$ cat config.mk
export PLATFORM = sky130hd
export DESIGN_NAME = bank_switch_irq_mapper_flat
export DESIGN_NICKNAME = d
export VERILOG_FILES = /design/src/design/bsim_pkg.sv /design/src/design/bsim_in_if.sv /design/src/design/bsim_out_if.sv /design/src/design/bank_switch_irq_mapper.sv /design/src/design/bsim_core.sv /design/src/flat_wrapper.sv
export VERILOG_INCLUDE_DIRS = /design/src /design/src/design
export SDC_FILE = /design/constraint.sdc
export NUM_CORES = 1
export LEC_CHECK = 0
export BUFFER_PORTS_ARGS = -buffer_cell sky130_fd_sc_hd__clkbuf_2
export CAP_MARGIN = 20
export CORE_ASPECT_RATIO = 0.5
export CORE_MARGIN = 2
export CORE_UTILIZATION = 58
export CTS_CLUSTER_SIZE = 25
export DETAILED_ROUTE_END_ITERATION = 8
export PLACE_DENSITY = 0.8
export SYNTH_ARGS = -nofsm -noshare
export SYNTH_HDL_FRONTEND = slang
export SYNTH_SLANG_ARGS = --single-unit
$ cat constraint.sdc
create_clock -name clk -period 6 [get_ports clk]
set_input_delay 1.2 -clock clk [delete_from_list [all_inputs] [get_ports clk]]
set_output_delay 1.2 -clock clk [all_outputs]
set_load 0.05 [all_outputs]
$ cat src/design/bank_switch_irq_mapper_defines.svh
// Assertion macros used by the mapper top module.
// Needs a clk and an active-low rst_n in the scope where a macro is used.
`ifndef BANK_SWITCH_IRQ_MAPPER_DEFINES_SVH
`define BANK_SWITCH_IRQ_MAPPER_DEFINES_SVH

// Checked only while out of reset.
`define BSIM_ASSERT(lbl, prop, msg) \
  lbl: assert property (@(posedge clk) disable iff (!rst_n) prop) else $error(msg);

// Checked on every edge, reset included.
`define BSIM_ASSERT_ALWAYS(lbl, prop, msg) \
  lbl: assert property (@(posedge clk) prop) else $error(msg);

`endif

$ cat src/design/bsim_pkg.sv
// Types and constants of the bank-switching IRQ mapper.
// No dependencies; used by the mapper top and bsim_core.
package bsim_pkg;

  localparam logic REQ_WRITE = 1'b0;
  localparam logic REQ_TICK  = 1'b1;

  // CPU address regions (A15..A12)
  localparam logic [3:0] REGION_PRG16 = 4'h8;
  localparam logic [3:0] REGION_SND1  = 4'h9;
  localparam logic [3:0] REGION_SND2  = 4'hA;
  localparam logic [3:0] REGION_SND3  = 4'hB;
  localparam logic [3:0] REGION_PRG8  = 4'hC;
  localparam logic [3:0] REGION_CHR0  = 4'hD;
  localparam logic [3:0] REGION_CHR1  = 4'hE;
  localparam logic [3:0] REGION_IRQ   = 4'hF;

  // register selects after the optional swap
  localparam logic [1:0] SEL_BANK      = 2'd0;
  localparam logic [1:0] SEL_SWAP_A    = 2'd1;
  localparam logic [1:0] SEL_SWAP_B    = 2'd2;
  localparam logic [1:0] SEL_MIRROR    = 2'd3;
  localparam logic [1:0] IRQ_SEL_LATCH = 2'd0;
  localparam logic [1:0] IRQ_SEL_CTRL  = 2'd1;
  localparam logic [1:0] IRQ_SEL_ACK   = 2'd2;

  // IRQ control bits
  localparam int IRQ_CTL_AUTO  = 0;
  localparam int IRQ_CTL_EN    = 1;
  localparam int IRQ_CTL_CYCLE = 2;

  localparam int          PRESCALE_W    = 10;
  localparam logic [PRESCALE_W-1:0] PRESCALE_LOAD = 10'd341;
  localparam logic [PRESCALE_W-1:0] PRESCALE_STEP = 10'd3;

  localparam logic [7:0] PRG_B_RESET = 8'hFE;
  localparam logic [7:0] COUNT_TOP   = 8'hFF;
  localparam int         CHR_SLOTS   = 8;

  typedef struct packed {
    logic       req_type;
    logic [3:0] addr_region;
    logic [1:0] reg_select;
    logic [7:0] write_data;
  } bsim_item_t;

  typedef struct packed {
    logic [7:0]  prg_bank_16k;
    logic [7:0]  prg_bank_8k;
    logic [63:0] chr_banks;
    logic [1:0]  mirror_mode;
    logic        irq_asserted;
    logic        sound_write_valid;
    logic [15:0] sound_address;
    logic [7:0]  sound_data;
  } bsim_result_t;

endpackage

$ cat src/design/bsim_in_if.sv
// Input channel of the mapper: CPU writes and cycle ticks.
// Depends on nothing; field widths follow bsim_pkg.
interface bsim_in_if;
  logic       valid;
  logic       ready;
  logic       req_type;
  logic [3:0] addr_region;
  logic [1:0] reg_select;
  logic [7:0] write_data;

  modport source (output valid, req_type, addr_region, reg_select, write_data,
                  input ready);
  modport sink (input valid, req_type, addr_region, reg_select, write_data,
                output ready);
endinterface

$ cat src/design/bsim_out_if.sv
// Result channel of the mapper: banking state, IRQ line, sound write.
// Depends on nothing; field widths follow bsim_pkg.
interface bsim_out_if;
  logic        valid;
  logic        ready;
  logic [7:0]  prg_bank_16k;
  logic [7:0]  prg_bank_8k;
  logic [63:0] chr_banks;
  logic [1:0]  mirror_mode;
  logic        irq_asserted;
  logic        sound_write_valid;
  logic [15:0] sound_address;
  logic [7:0]  sound_data;

  modport source (output valid, prg_bank_16k, prg_bank_8k, chr_banks, mirror_mode,
                  irq_asserted, sound_write_valid, sound_address, sound_data,
                  input ready);
  modport sink (input valid, prg_bank_16k, prg_bank_8k, chr_banks, mirror_mode,
                irq_asserted, sound_write_valid, sound_address, sound_data,
                output ready);
endinterface

$ cat src/design/bank_switch_irq_mapper.sv
//  channel | dir | handshake      | carries
//  in_ch   | in  | valid / ready  | req_type, addr_region, reg_select, write_data
//  out_ch  | out | valid / ready  | banks, mirroring, IRQ line, sound write
//  cfg_*   | in  | cfg_we         | swap_a0_a1 (cfg_wdata)
// One item per cycle sustained while out_ch.ready allows: input register, one pass of
// decode/timer logic, result register. out_ch.valid rises once the item leaves the input register.
// A stalled result holds; the input register still takes one item behind it.
// Reset (synchronous, rst_n low) restores the power-on bank and timer state.
`include "bank_switch_irq_mapper_defines.svh"
module bank_switch_irq_mapper
  import bsim_pkg::*;
(
  input  logic      clk,
  input  logic      rst_n,
  bsim_in_if.sink   in_ch,
  bsim_out_if.source out_ch,
  input  logic      cfg_we,
  input  logic      cfg_wdata
);

  logic         s1_valid_r, s1_valid_nxt;
  bsim_item_t   s1_item_r;
  logic         out_valid_r, out_valid_nxt;
  bsim_result_t out_r;
  bsim_result_t core_result;
  logic         in_acc;
  logic         adv;

  assign adv          = s1_valid_r && (!out_valid_r || out_ch.ready);
  assign in_ch.ready  = !s1_valid_r || adv;
  assign in_acc       = in_ch.valid && in_ch.ready;
  assign s1_valid_nxt = in_acc || (s1_valid_r && !adv);
  assign out_valid_nxt = adv || (out_valid_r && !out_ch.ready);

  bsim_core u_core (
    .clk       (clk),
    .rst_n     (rst_n),
    .cfg_we    (cfg_we),
    .cfg_wdata (cfg_wdata),
    .step      (adv),
    .item      (s1_item_r),
    .result    (core_result)
  );

  always_ff @(posedge clk) begin
    if (!rst_n) begin
      s1_valid_r  <= 1'b0;
      out_valid_r <= 1'b0;
    end else begin
      s1_valid_r  <= s1_valid_nxt;
      out_valid_r <= out_valid_nxt;
    end
    if (in_acc) begin
      s1_item_r.req_type    <= in_ch.req_type;
      s1_item_r.addr_region <= in_ch.addr_region;
      s1_item_r.reg_select  <= in_ch.reg_select;
      s1_item_r.write_data  <= in_ch.write_data;
    end
    if (adv) out_r <= core_result;
  end

  assign out_ch.valid             = out_valid_r;
  assign out_ch.prg_bank_16k      = out_r.prg_bank_16k;
  assign out_ch.prg_bank_8k       = out_r.prg_bank_8k;
  assign out_ch.chr_banks         = out_r.chr_banks;
  assign out_ch.mirror_mode       = out_r.mirror_mode;
  assign out_ch.irq_asserted      = out_r.irq_asserted;
  assign out_ch.sound_write_valid = out_r.sound_write_valid;
  assign out_ch.sound_address     = out_r.sound_address;
  assign out_ch.sound_data        = out_r.sound_data;

  `BSIM_ASSERT_ALWAYS(a_reset_empty, !rst_n |=> !s1_valid_r && !out_valid_r, "pipeline not empty after reset")
  `BSIM_ASSERT(a_accept_lands, in_acc |=> s1_valid_r, "accepted item missing from input register")
  `BSIM_ASSERT(a_stall_keeps, s1_valid_r && out_valid_r && !out_ch.ready |=> s1_valid_r, "item dropped while output stalled")
  `BSIM_ASSERT(a_snd_region, out_ch.valid && out_ch.sound_write_valid |-> out_ch.sound_address[15:12] == REGION_SND1 || out_ch.sound_address[15:12] == REGION_SND2 || out_ch.sound_address[15:12] == REGION_SND3, "sound write outside sound regions")

endmodule

$ cat src/design/bsim_core.sv
// Mapper register file, write decoder and IRQ timer.
// Depends on bsim_pkg; the result is combinational from the state after the item.
module bsim_core
  import bsim_pkg::*;
(
  input  logic         clk,
  input  logic         rst_n,
  input  logic         cfg_we,
  input  logic         cfg_wdata,
  input  logic         step,
  input  bsim_item_t   item,
  output bsim_result_t result
);

  logic                  swap_r;
  logic [7:0]            prg_a_r, prg_a_nxt;
  logic [7:0]            prg_b_r, prg_b_nxt;
  logic [7:0]            chr_r   [CHR_SLOTS];
  logic [7:0]            chr_nxt [CHR_SLOTS];
  logic [1:0]            mirror_r, mirror_nxt;
  logic [2:0]            ctl_r, ctl_nxt;
  logic [7:0]            cnt_r, cnt_nxt;
  logic [7:0]            reload_r, reload_nxt;
  logic [PRESCALE_W-1:0] presc_r, presc_nxt;
  logic                  line_r, line_nxt;

  logic [1:0] sel_sw;
  logic       cnt_clk;
  logic       snd_valid;

  // boards with A0/A1 exchanged swap selects 1 and 2
  assign sel_sw = (swap_r && (item.reg_select == SEL_SWAP_A ||
                              item.reg_select == SEL_SWAP_B)) ?
                  ~item.reg_select : item.reg_select;

  always_comb begin
    prg_a_nxt  = prg_a_r;
    prg_b_nxt  = prg_b_r;
    chr_nxt    = chr_r;
    mirror_nxt = mirror_r;
    ctl_nxt    = ctl_r;
    cnt_nxt    = cnt_r;
    reload_nxt = reload_r;
    presc_nxt  = presc_r;
    line_nxt   = line_r;
    cnt_clk    = 1'b0;
    snd_valid  = 1'b0;

    if (item.req_type == REQ_TICK) begin
      if (ctl_r[IRQ_CTL_EN]) begin
        if (ctl_r[IRQ_CTL_CYCLE]) begin
          cnt_clk = 1'b1;
        end else if (presc_r < PRESCALE_STEP) begin
          presc_nxt = presc_r + (PRESCALE_LOAD - PRESCALE_STEP);
          cnt_clk   = 1'b1;
        end else begin
          presc_nxt = presc_r - PRESCALE_STEP;
        end
      end
      if (cnt_clk) begin
        if (cnt_r == COUNT_TOP) begin
          cnt_nxt  = reload_r;
          line_nxt = 1'b1;
        end else begin
          cnt_nxt = cnt_r + 8'd1;
        end
      end
    end else begin
      case (item.addr_region)
        REGION_PRG16: begin
          if (sel_sw == SEL_BANK) prg_a_nxt = item.write_data;
        end
        REGION_SND1, REGION_SND2: begin
          snd_valid = 1'b1;
        end
        REGION_SND3: begin
          if (sel_sw == SEL_MIRROR) mirror_nxt = item.write_data[3:2];
          else snd_valid = 1'b1;
        end
        REGION_PRG8: begin
          if (sel_sw == SEL_BANK) prg_b_nxt = item.write_data;
        end
        REGION_CHR0: begin
          chr_nxt[{1'b0, sel_sw}] = item.write_data;
        end
        REGION_CHR1: begin
          chr_nxt[{1'b1, sel_sw}] = item.write_data;
        end
        REGION_IRQ: begin
          case (sel_sw)
            IRQ_SEL_LATCH: begin
              reload_nxt = item.write_data;
            end
            IRQ_SEL_CTRL: begin
              ctl_nxt  = item.write_data[2:0];
              line_nxt = 1'b0;
              if (item.write_data[IRQ_CTL_EN]) begin
                cnt_nxt   = reload_r;
                presc_nxt = PRESCALE_LOAD;
              end
            end
            IRQ_SEL_ACK: begin
              ctl_nxt[IRQ_CTL_EN] = ctl_r[IRQ_CTL_AUTO];
              line_nxt            = 1'b0;
            end
            default: ;
          endcase
        end
        default: ;
      endcase
    end
  end

  always_comb begin
    result.prg_bank_16k = prg_a_nxt;
    result.prg_bank_8k  = prg_b_nxt;
    for (int i = 0; i < CHR_SLOTS; i++) begin
      result.chr_banks[8*i +: 8] = chr_nxt[i];
    end
    result.mirror_mode       = mirror_nxt;
    result.irq_asserted      = line_nxt;
    result.sound_write_valid = snd_valid;
    result.sound_address     = snd_valid ? {item.addr_region, 10'd0, sel_sw} : 16'd0;
    result.sound_data        = snd_valid ? item.write_data : 8'd0;
  end

  always_ff @(posedge clk) begin
    if (!rst_n) begin
      swap_r   <= 1'b0;
      prg_a_r  <= 8'd0;
      prg_b_r  <= PRG_B_RESET;
      for (int i = 0; i < CHR_SLOTS; i++) begin
        chr_r[i] <= 8'(i);
      end
      mirror_r <= 2'd0;
      ctl_r    <= 3'd0;
      cnt_r    <= 8'd0;
      reload_r <= 8'd0;
      presc_r  <= PRESCALE_LOAD;
      line_r   <= 1'b0;
    end else begin
      if (cfg_we) swap_r <= cfg_wdata;
      if (step) begin
        prg_a_r  <= prg_a_nxt;
        prg_b_r  <= prg_b_nxt;
        chr_r    <= chr_nxt;
        mirror_r <= mirror_nxt;
        ctl_r    <= ctl_nxt;
        cnt_r    <= cnt_nxt;
        reload_r <= reload_nxt;
        presc_r  <= presc_nxt;
        line_r   <= line_nxt;
      end
    end
  end

endmodule
$ cat src/flat_wrapper.sv
// flat-port wrapper written by rule: the top's interface ports become plain ports
module bank_switch_irq_mapper_flat import bsim_pkg::*;
  (clk, rst_n, cfg_we, cfg_wdata, in_ch_valid, in_ch_req_type, in_ch_addr_region, in_ch_reg_select, in_ch_write_data, in_ch_ready, out_ch_valid, out_ch_prg_bank_16k, out_ch_prg_bank_8k, out_ch_chr_banks, out_ch_mirror_mode, out_ch_irq_asserted, out_ch_sound_write_valid, out_ch_sound_address, out_ch_sound_data, out_ch_ready);
  bsim_in_if in_ch_i ();
  bsim_out_if out_ch_i ();
  input  logic clk;
  input  logic rst_n;
  input  logic cfg_we;
  input  logic cfg_wdata;
  input wire logic [$bits(in_ch_i.valid)-1:0] in_ch_valid;
  input wire logic [$bits(in_ch_i.req_type)-1:0] in_ch_req_type;
  input wire logic [$bits(in_ch_i.addr_region)-1:0] in_ch_addr_region;
  input wire logic [$bits(in_ch_i.reg_select)-1:0] in_ch_reg_select;
  input wire logic [$bits(in_ch_i.write_data)-1:0] in_ch_write_data;
  output wire logic [$bits(in_ch_i.ready)-1:0] in_ch_ready;
  output wire logic [$bits(out_ch_i.valid)-1:0] out_ch_valid;
  output wire logic [$bits(out_ch_i.prg_bank_16k)-1:0] out_ch_prg_bank_16k;
  output wire logic [$bits(out_ch_i.prg_bank_8k)-1:0] out_ch_prg_bank_8k;
  output wire logic [$bits(out_ch_i.chr_banks)-1:0] out_ch_chr_banks;
  output wire logic [$bits(out_ch_i.mirror_mode)-1:0] out_ch_mirror_mode;
  output wire logic [$bits(out_ch_i.irq_asserted)-1:0] out_ch_irq_asserted;
  output wire logic [$bits(out_ch_i.sound_write_valid)-1:0] out_ch_sound_write_valid;
  output wire logic [$bits(out_ch_i.sound_address)-1:0] out_ch_sound_address;
  output wire logic [$bits(out_ch_i.sound_data)-1:0] out_ch_sound_data;
  input wire logic [$bits(out_ch_i.ready)-1:0] out_ch_ready;
  assign in_ch_i.valid = in_ch_valid;
  assign in_ch_i.req_type = in_ch_req_type;
  assign in_ch_i.addr_region = in_ch_addr_region;
  assign in_ch_i.reg_select = in_ch_reg_select;
  assign in_ch_i.write_data = in_ch_write_data;
  assign in_ch_ready = in_ch_i.ready;
  assign out_ch_valid = out_ch_i.valid;
  assign out_ch_prg_bank_16k = out_ch_i.prg_bank_16k;
  assign out_ch_prg_bank_8k = out_ch_i.prg_bank_8k;
  assign out_ch_chr_banks = out_ch_i.chr_banks;
  assign out_ch_mirror_mode = out_ch_i.mirror_mode;
  assign out_ch_irq_asserted = out_ch_i.irq_asserted;
  assign out_ch_sound_write_valid = out_ch_i.sound_write_valid;
  assign out_ch_sound_address = out_ch_i.sound_address;
  assign out_ch_sound_data = out_ch_i.sound_data;
  assign out_ch_i.ready = out_ch_ready;
  bank_switch_irq_mapper u_core (.clk(clk), .rst_n(rst_n), .in_ch(in_ch_i), .out_ch(out_ch_i), .cfg_we(cfg_we), .cfg_wdata(cfg_wdata));
endmodule
## Word level (Yosys, flattened, before mapping)

Index checks and enable logic that the tools add are counted.
Widths: inputs -> output; s select.

- Order comparisons: 5
- Bitwise operators: 4
- Muxes and demuxes: 44
- Add/subtract/negate cells: 3
- Equality and inequality tests: 17
- Reduce and logical (&&, ||, !) cells: 28

Operator list:

| kind | number |
|---|---|
| $bwmux 64 | 2 |
| $pmux 64 s2 | 1 |
| $mux 8 | 14 |
| $mux 10 | 7 |
| $mux 64 | 1 |
| $demux 8 s3 | 2 |
| $eq 4x4->1 const B | 8 |
| $reduce_and 4->1 | 3 |
| $mux 1 | 11 |
| $add 10x9->10 const B | 1 |
| $lt 10x2->1 const B | 1 |
| $sub 10x2->10 const B | 1 |
| $add 8x1->8 const B | 1 |
| $eq 8x8->1 const B | 1 |
| $ge 4x4->1 const B | 2 |
| $lt 4x1->1 const B | 2 |
| $mux 2 | 4 |
| $reduce_bool 2->1 | 4 |
| $logic_and 1x1->1 | 7 |
| $eq 2x2->1 const B | 3 |
| $ne 2x2->1 const B | 3 |
| $reduce_and 6->1 | 1 |
| $logic_or 1x1->1 | 5 |
| $reduce_and 5->1 | 1 |
| 9 further kinds | 15 |

- Word-level logic and storage cells: 134
- Bits of input ports: 21
- Register bits: 238
- Output and inout port bits: 110

## Longest topological paths before layout

- Depth in word-level cells: 12
- Gate-level depth with buffers: 9
- Gate-level depth less buffers: 8

## Modules after synthesis

A second synthesis with hierarchy kept.

- Cells, all modules: 810
- Area, all modules: 9933.3 um^2

By module, submodules not included:

| module | sequential area each (um^2) | cells an instance | area an instance (um^2) | instances |
|---|---|---|---|---|
| bsim_core | 2262.2 | 678 | 6135.9 | 1 |
| bank_switch_irq_mapper | 3733.6 | 132 | 3797.4 | 1 |

## Worst setup path after synthesis

Ideal clock, no wire load.

- Path type: input port to flip-flop
- Start: in out_ch_ready
- End: reg u_core.out_r, in the netlist u_core.out_ch.chr_banks[0], enable pin
- Setup time: 501 ps
- Stages on the path: 5
- Setup slack: 877 ps
- Buffers on the path: 2
- Arrival time: 4622 ps
- Data required time: 5499 ps
- Path through: nand2b_1 -> nand2_1 -> inv_1 -> clkbuf_1 -> clkbuf_1

- Word-level cells in the longest chain between the ends: 2

RTL lines:

| element | line | RTL |
|---|---|---|
| start: declaration | flat_wrapper.sv:25 | `input wire logic [$bits(out_ch_i.ready)-1:0] out_ch_ready;` |
| $logic_or 1x1->1 | bank_switch_irq_mapper.sv:29 | `assign adv = s1_valid_r && (!out_valid_r \|\| out_ch.ready);` |
| $logic_and 1x1->1 | bank_switch_irq_mapper.sv:29 |  |
| net u_core.adv | bank_switch_irq_mapper.sv:27 | `logic adv;` |
| end signal: assignment | bank_switch_irq_mapper.sv:59 | `if (adv) out_r <= core_result;` |
| end: declaration | bank_switch_irq_mapper.sv:24 | `bsim_result_t out_r;` |

The timed path passes the listed nets, and every way through them passes these cells.
A chain may end at the register's enable or synchronous reset.

## Worst setup path in the final report

- Start: in out_ch_ready
- End: out in_ch_ready

- Word-level cells in the longest chain between the ends: 3

RTL lines:

| element | line | RTL |
|---|---|---|
| $logic_or 1x1->1 | bank_switch_irq_mapper.sv:29 |  |
| $logic_and 1x1->1 | bank_switch_irq_mapper.sv:29 |  |
| $logic_or 1x1->1 | bank_switch_irq_mapper.sv:30 | `assign in_ch.ready = !s1_valid_r \|\| adv;` |
| end: declaration | flat_wrapper.sv:15 | `output wire logic [$bits(in_ch_i.ready)-1:0] in_ch_ready;` |

No other way between the ends.

==> flow_summary.ini <==
[grt]
use_met1 = 0.340
grt_first_pass_wirelength_mm = 34.5
met3_usage = 0.0408
grt_pass1_vias = 6612
track_usage = 0.242
met2_usage = 0.397
top_usage_layer = met2
antenna_found_initial = 0
overflow = 0
grt_max_degree = 79

[timing]
layout_min_cycle_time_ps = 3060
min_period_over_period = 0.510
setup_viol = 0
timing.fmax_mhz = 327
worst_pin_slew_ps = 1050
tns_ps = 0
rsz0062_at_grt = false
max_slew_margin = 0.297
drv_slew = 0
layout_setup_ws_ps = 2940
hold_violations = 0
fin_skew_ps = 10.4

[routing]
routed-via-count = 7296
routedWlPerCell_um = 18.2
initialDrtViolationCount = 690
drc = 0
drt.antenna.violating_nets = 0
wirelength_mm = 22.4
post_drt_via_cell_ratio = 5.92
dr.pass1.iters = 5

[worst_setup_path]
cp_top_family = simple AND/OR/NAND/NOR gates
crit_start = out_ch_ready
path_cells = clkbuf_2 -> nor2b_1 -> nand2_1 -> clkbuf_2
critPathKind = input pin to output port
cp.buffers_inverters = 2
crit_top_cell = clkbuf_2
reg2regPathDepth = 6
slowest_stage = clkbuf_2
crit_path_end_kind = output port
critPathRequiredTime_ps = 4800
arrival_ps = 1860
critPathLaunchType = input pin
cp_num_cells = 4
cp_slowest_stage_delay_ps = 240
timing.rr.start = u_core.s1_item_r[14]
cp_max_fo = 4

[synthesis]
synthCells = 897
synth-simple-area-share = 0.145
synthAdderAreaFrac = 0.00767
ys.flop_type = dfxtp_1
synth_seq_area_share = 0.582
synthXorXnorAreaFrac = 0.00537
synth_edf_count = 113
synth_commonest_cells = dfxtp_1 (115), edfxtp_1 (113), nand2_1 (89), nor2_1 (73), o21ai_0 (65)
synth_compound_area_frac = 0.137
ys_warn_count = 0
synth_area_leaders = edfxtp_1 (35%), dfxtp_1 (24%), mux2_2 (4.6%)
yosysMostFrequentCell = dfxtp_1
synth.cell_area_um2 = 9790
synthMuxAreaShare = 0.0849
synth_top_area_cell = edfxtp_1
synth_top_family_by_area = simple AND/OR/NAND/NOR gates
avgSynthCellArea_um2 = 10.9
synth_top_area_frac = 0.347
synth_seq_cells = 228
yosysUniqueCellTypes = 64
async_reset_ff_frac = 0

[clock_tree]
cts_resized = 0
hold_buffers = 0
htree_num_levels = 1
cts_tree = built
clock_latency_ps = 490
cts.clk_slew.worst_paths_ps = 60
clock-sinks = 228
cts_setup_buffers = 0
clock_tree.buffer_depth = 3
numCtsBuffers = 21
root_buffer = clkbuf_16

[outcome]
run_status = finished, final reports clean

[cells_and_area]
final_cells = 1232
fin_util = 0.678
fill_cells = 1257
drive_gt1_frac = 0.204
final_net_count = 1018
antenna_cells = 0
area_growth_pct = 13.8

[floorplanning]
dieArea_um2 = 18000
die_h_um = 95.9
ios = 131
start_util = 0.596
num_rows = 33
fp.dieW_um = 188
coreArea_um2 = 16400

[power_and_ir_drop]
power.switching_mw = 0.845
p_int_mw = 2.49
p_sw_frac = 0.253
ir_drop_mv = 0.200
p_leak_nw = 4.59
pwr-share-seq = 0.522
power.density_nw_per_um2 = 299
p_clk_frac = 0.387
p_comb_frac = 0.091

[hold_path]
min-delay-start = u_core.u_core.chr_r[61]
hold_class = flip-flop to flip-flop
min_path_cells = 2

[flow_run]
maxCapViolCount = 0

[placed_design]
place_inst = 1194
place_ws_ps = 2590
place_congestion = 0.826
port_buffers = 120
place_hpwl_mm = 13.8
-- sequential cells by signal (all words and copies together) (netlist names), 3 cells and up --
name and cells:
u_core.out_ch.chr_banks 64, u_core.u_core.chr_r 64, u_core.s1_item_r 15, u_core.u_core.presc_r 10, u_core.out_ch.prg_bank_16k 8, u_core.out_ch.prg_bank_8k 8, u_core.out_ch.sound_data 8, u_core.u_core.cnt_r 8
u_core.u_core.prg_a_r 8, u_core.u_core.prg_b_r 8, u_core.u_core.reload_r 8, u_core.out_ch.sound_address 6, u_core.u_core.ctl_r 3
-- layout make-up --
| class | count | area [um^2] | area share |
|---|---|---|---|
| inverters | 19 | 73.8 | 0.00663 |
| clock buffers | 28 | 573 | 0.0514 |
| flip-flops and latches | 228 | 5700 | 0.511 |
| multi-input cells | 594 | 3760 | 0.338 |
| clock inverters | 9 | 77.6 | 0.00696 |
| repair buffers | 127 | 673 | 0.0604 |
| well taps | 227 | 284 | 0.0255 |
-- power groups by stage --
stage	Sequential, mW	Combinational [mW]	Clock (mW)
5_1_grt	1.74	0.326	1.35
3_5_place_dp	1.77	0.302	0
6_report	1.74	0.305	1.29
2_1_floorplan	1.84	0.157	0
3_3_place_gp	1.77	0.295	0
4_1_cts	1.74	0.303	1.30
-- layer usage --
metal	routed length [um]	share of wire
met1	10200	0.45
met2	10200	0.45
met3	1610	0.072
met4	454	0.020
met5	0	0
-- worst min-delay path: stages, from the launching register on --
cell and delay, ps:
dfxtp_1 320, nand2_1 50, a21oi_1 50
-- stage by stage --
stage / power [mW] / cell area, um^2 / hold slack [ps]
6_report: 3.33 / 11100 / 470
5_1_grt: 3.42 / 11100 / 491
4_1_cts: 3.34 / 11100 / 467
3_5_place_dp: 2.07 / 10500 / 457
3_3_place_gp: 2.06 / 10500 / 442
2_1_floorplan: 2.00 / 9830 / 429
-- kinds of logic (layout without fill, tap and decap cells) --
group           after synthesis  in the layout
flops                       228            228
xor+xnor                      6              6
compound gates              202            202
other cells                   1             11
mux                          78             78
buf+inv                      85            183
fa+ha+maj                     6              6
simple gates                291            291
-- cells in the final DEF, fill, tap and decap left out, types with 3 or more instances in the layout --
cell and instances:
dfxtp_1 115, nand2b_1 27, a221oi_1 3, nor2b_1 7, a32o_1 4, o21ai_0 65
xnor2_1 6, edfxtp_1 113, and2_1 23, nand2_1 88, a21o_1 15, o211ai_1 4
clkbuf_16 22, or3_1 5, nor2_1 73, nand3_1 15, mux2_2 40, clkinv_2 4
nand4_1 6, nor3_1 22, a211oi_1 20, a211o_1 5, clkbuf_1 6, ha_1 6
o211a_1 17, o31ai_1 3, o41ai_1 3, conb_1 11, clkbuf_2 120, buf_4 6
inv_1 17, a22o_1 5, nor4_1 5, a21oi_1 43, mux2i_1 38
-- path summary, 6_finish.rpt --
kind | end | slack, ps
setup / recovery | in_ch_ready | 2940
hold / removal | u_core.u_core.chr_r[61] | 470
setup reg to reg | u_core.u_core.chr_r[35] | 3000
hold reg to reg | u_core.u_core.chr_r[61] | 470
No activity file was read; power rests on OpenSTA's default activity.
